File: src/rtl/sbmpl_fifo.sv
module sbmpl_fifo #(
   parameter int WIDTH = 8,
   parameter int DEPTH = 4
) (
   input  logic             clock,
   input  logic             reset,
   input  logic             push,
   input  logic [WIDTH-1:0] push_data,
   input  logic             pop,
   output logic [WIDTH-1:0] pop_data,
   output logic             empty
);
   localparam int PTR_W = $clog2(DEPTH);
   localparam int CNT_W = $clog2(DEPTH + 1);

   logic [WIDTH-1:0] mem_ff [DEPTH];
   logic [PTR_W-1:0] wr_ptr_ff, wr_ptr_in;
   logic [PTR_W-1:0] rd_ptr_ff, rd_ptr_in;
   logic [CNT_W-1:0] cnt_ff, cnt_in;
   logic             do_pop;

   assign empty    = (cnt_ff == '0);
   assign pop_data = mem_ff[rd_ptr_ff];
   assign do_pop   = pop && !empty;

   always_comb begin
      wr_ptr_in = wr_ptr_ff;
      rd_ptr_in = rd_ptr_ff;
      cnt_in    = cnt_ff;
      if (push) begin
         wr_ptr_in = (wr_ptr_ff == PTR_W'(DEPTH - 1)) ? '0 : wr_ptr_ff + 1'b1;
      end
      if (do_pop) begin
         rd_ptr_in = (rd_ptr_ff == PTR_W'(DEPTH - 1)) ? '0 : rd_ptr_ff + 1'b1;
      end
      if (push && !do_pop) begin
         cnt_in = cnt_ff + 1'b1;
      end else if (!push && do_pop) begin
         cnt_in = cnt_ff - 1'b1;
      end
   end

   always_ff @(posedge clock) begin
      if (reset) begin
         wr_ptr_ff <= '0;
         rd_ptr_ff <= '0;
         cnt_ff    <= '0;
      end else begin
         wr_ptr_ff <= wr_ptr_in;
         rd_ptr_ff <= rd_ptr_in;
         cnt_ff    <= cnt_in;
      end
   end

   always_ff @(posedge clock) begin
      if (push) begin
         mem_ff[wr_ptr_ff] <= push_data;
      end
   end

endmodule

File: config.mk
export PLATFORM = sky130hd
export DESIGN_NAME = sbmpl_fifo
export DESIGN_NICKNAME = d
export VERILOG_FILES = /design/src/rtl/sbmpl_fifo.sv
export SDC_FILE = /design/constraint.sdc
export NUM_CORES = 1
export LEC_CHECK = 0
export CAP_MARGIN = 0
export CORE_MARGIN = 2
export CORE_UTILIZATION = 45
export DETAILED_ROUTE_END_ITERATION = 10
export DONT_BUFFER_PORTS = 1
export GPL_TIMING_DRIVEN = 0
export PLACE_DENSITY_LB_ADDON = 0.15
export REMOVE_ABC_BUFFERS = 1
export SYNTH_ARGS = -nofsm -noshare
export SYNTH_HDL_FRONTEND = slang
export SYNTH_SLANG_ARGS = --single-unit
File: constraint.sdc
create_clock -name clock -period 2.86 [get_ports clock]
set_input_delay 0.572 -clock clock [delete_from_list [all_inputs] [get_ports clock]]
set_output_delay 0.572 -clock clock [all_outputs]
set_load 0.1 [all_outputs]
Yosys cells after proc, flatten, opt, wreduce, memory -nomap -nowiden --
Memories as Yosys holds them, arrays and structs flattened. A register that Yosys moved wholly into a read port is not among the register bits. Index checks and enable logic that the tools add are counted.
Storage, ports and cells: bits in registers 7, latch bits 0, memory bits (writable) 32, bits in read-only memories 0, output and inout bits 9, memories kept 1
Cells by class: add/subtract/negate cells 4, multiply operators 0, div/mod/pow operators 0, $lt $le $gt $ge 0, eq/ne operators 2, shift operators 0, multiplexer cells 8, bitwise logic cells 0, reductions and logical operators 8
Memories:
- mem_ff | words 4, width 8, rd ports 1, clocked after Yosys merged registers in 1, write ports 1, line 16 | logic [WIDTH-1:0] mem_ff [DEPTH];
Operator list (number):
- $mux 2 | 4
- $mux 3 | 2
- $add 2x1->2 const B | 2
- $eq 2x2->1 const B | 2
- $add 3x1->3 const B | 1
- $logic_and 1x1->1 | 3
- $logic_not 1->1 | 3
- $logic_not 3->1 | 1
- $sub 3x1->3 const B | 1
- $mux 1 | 2
- $reduce_bool 2->1 | 1

Longest topological paths before layout --
depth after elaboration 6, depth in mapped cells 7

Worst setup path after synthesis --
OpenSTA, ideal clock, no wires.
path kind register -> output, from reg cnt_ff[0], to out empty, arrival time 2.452 ns, path slack -0.164 ns, stages on the path, launching flop included 2, buffers on the path 0, cell sequence dfxtp_1 nor3_1
On the way: word-level cells in the longest chain between the ends 1
RTL lines:
- start, declared | line 19 | logic [CNT_W-1:0] cnt_ff, cnt_in;
- start signal, assigned | line 51 | cnt_ff <= cnt_in;
- $logic_not 3->1 | line 22 | assign empty = (cnt_ff == '0);
- end, declared | line 11 | output logic empty
No other way between the ends.

==> flow_summary.yaml <==
floorplanning:
  core_um2: 3390
  dieWidth_um: 63.7
  die_height_um: 63.7
  start_util_pct: 47.4
  ios: 21
  die-area_um2: 4060
  rows: 21
worst_setup_path:
  crit_fanout: 8
  critPathMaxStageDelay_ps: 860
  crit_chain: "mux4_2"
  crit_buf_inv: 0
  crit_type: "reg -> out"
  cp.arrival_ps: 1890
  crit_path_start_kind: "flop"
  slowest_stage: "mux4_2"
  crit_path_end_kind: "output port"
  required_ps: 2290
  critPathTopFamily: "multiplexers"
yosys:
  yosysTopAreaCell: "edfxtp_1"
  synth_xor_area_share_pct: 1.09
  netlist_area_um2: 1610
  synth_top_family_by_area: "multiplexers"
  ys_types: 19
  yosysSeqAreaShare_pct: 71.1
  ys_top_cells_by_area: "edfxtp_1, dfxtp_1, mux4_2, ha_1, mux2i_1"
  synth-adder-area-share_pct: 5.92
  synth_compound_area_share_pct: 2.49
  synth.mux.area_fraction_pct: 13.7
  async_flop_share_pct: 0
  yosysMostFrequentCell: "edfxtp_1"
  ys_warn_count: 0
  synthTopCellsByCount: "edfxtp_1, dfxtp_1, mux4_2"
  syn_avg_cell_area_um2: 18.9
  syn_inst: 85
  yosysTopAreaCellShare_pct: 59.9
  synth_edf_count: 32
  yosys.area_share.simple_pct: 4.29
  synth_top_flop_cell: "edfxtp_1"
  ys_ff_latch: 41
layout:
  syn_to_final_growth_pct: 7.56
  fill_cells: 300
  drive_above_1_share_pct: 21.7
  n_antenna_cell: 0
  fin_cells: 138
  nNetsFinal: 110
clock_tree:
  cts_tree: "yes"
  clk_latency_ps: 350
  clk_pin_slew_worst_paths_ps: 110
  post_cts_buffers: 0
  clock_sinks: 41
  numCtsBuffers: 5
  clk_path_buf_depth: 2
  cts_resized: 0
  htreeDepth: 2
  cts_hold_buffers: 0
  root_buffer: "clkbuf_4"
route:
  drtIter0Drc: 26
  post-route-drc-count: 0
  wl_per_cell_um: 16.5
  vias_per_cell: 5.20
  drt_pass1_iterations: 3
  vias: 718
  antenna_left: 0
  wl_um: 2280
status:
  status: "completed"
timing:
  slew_headroom_pct: 62.9
  period_minus_slack_ps: 2470
  fin_skew_ps: 10.6
  tightest_slew_ps: 556
  drv_slew: 0
  fmax_mhz: 406
  tns_ps: 0
  fin_crit_sh_pct: 86.2
  setup_ws_ps: 395
  finalSetupViolations: 0
  holdWs_ps: 280
  finalHoldViolations: 0
  rsz0062_at_grt: "false"
grt:
  grt_max_degree: 14
  grt_pass1_vias: 757
  grt_remaining_overflow: 0
  grt_first_pass_wirelength_um: 3820
  antenna_found_initial: 0
  globalRouteTotalUtil_pct: 13.6
hold_path:
  hold_path.class: "in -> reg"
run:
  drv_cap: 0
power_and_ir_drop:
  powerDensity_nw_per_um2: 947
  irDropWorstVdd_mv: 0.631
  power.static_leakage_nw: 0.586
  total_power_w: 0.00164
placement:
  place_inst: 130
  dp_hpwl_um: 1530
  pre_cts_ws_ps: 719
  numPortBuffers: 0
  gp_congestion: 0.656
-- worst paths after layout --
kind / startpoint / to / slack, ps / cells past startpoint
worst min register to register: rd_ptr_ff[0] / rd_ptr_ff[0] / 510 / 2
worst min-delay path: reset / cnt_ff[2] / 280 / 1
worst max-delay path: flop / pop_data[6] / 390 / 1
worst max register to register: cnt_ff[1] / cnt_ff[2] / 780 / 7
-- metrics by stage --
step | area [um^2] | utilization [%]
2_1_floorplan | 1590 | -
3_3_place_gp | 1650 | 48.7
3_5_place_dp | 1670 | 49.3
4_1_cts | 1730 | 50.9
5_1_grt | 1730 | 50.9
6_report | 1730 | 50.9
-- where the power goes --
part / internal [W] / switching, W
sequential: 0.000696 / 0.0000718
combinational: 0.000154 / 0.000439
clock: 0.0000928 / 0.000182
total: 0.000942 / 0.000693
-- cell families after synthesis --
group	after synthesis
flip-flops	41
AND/OR/NAND/NOR	14
multiplexers	12
adder cells (fa/ha/maj)	7
buffers and inverters	5
AO/OA/AOI/OAI	4
XOR/XNOR	2
-- metal layers --
layer	GRT usage, %	vias up	share of wire (%)
li1	-	337	-
met1	15.5	358	43
met2	21.8	17	50
met3	5.89	6	5.3
met4	6.52	0	2.0
met5	0	-	0
-- layout make-up --
class | count | area, um^2 | share of cell area, %
sequential | 41 | 1140 | 66.1
clock buffer | 5 | 37.5 | 2.17
multi-input combinational | 39 | 447 | 25.9
inverter | 3 | 11.3 | 0.652
tap | 46 | 57.6 | 3.33
timing repair buffer | 1 | 15.0 | 0.870
clock inverter | 3 | 17.5 | 1.01
-- registers in the layout, summed over array words and instances (netlist names), named ones only --
| signal | count |
|---|---|
| mem_ff | 32 |
| cnt_ff | 3 |
| rd_ptr_ff | 2 |
| wr_ptr_ff | 2 |
-- cell usage in the layout, fill, tap and decap left out, drive strengths merged --
cell / n
o31ai: 1
and2: 4
dfxtp: 9
clkinv: 2
o21ai: 1
inv: 3
mux4: 8
nand2: 1
xor2: 2
fa: 1
a21oi: 2
mux2i: 4
clkinvlp: 1
nor3: 1
edfxtp: 32
or3: 2
clkbuf: 5
buf: 1
ha: 6
nor2: 6
Power figures use the tool's default switching activity.
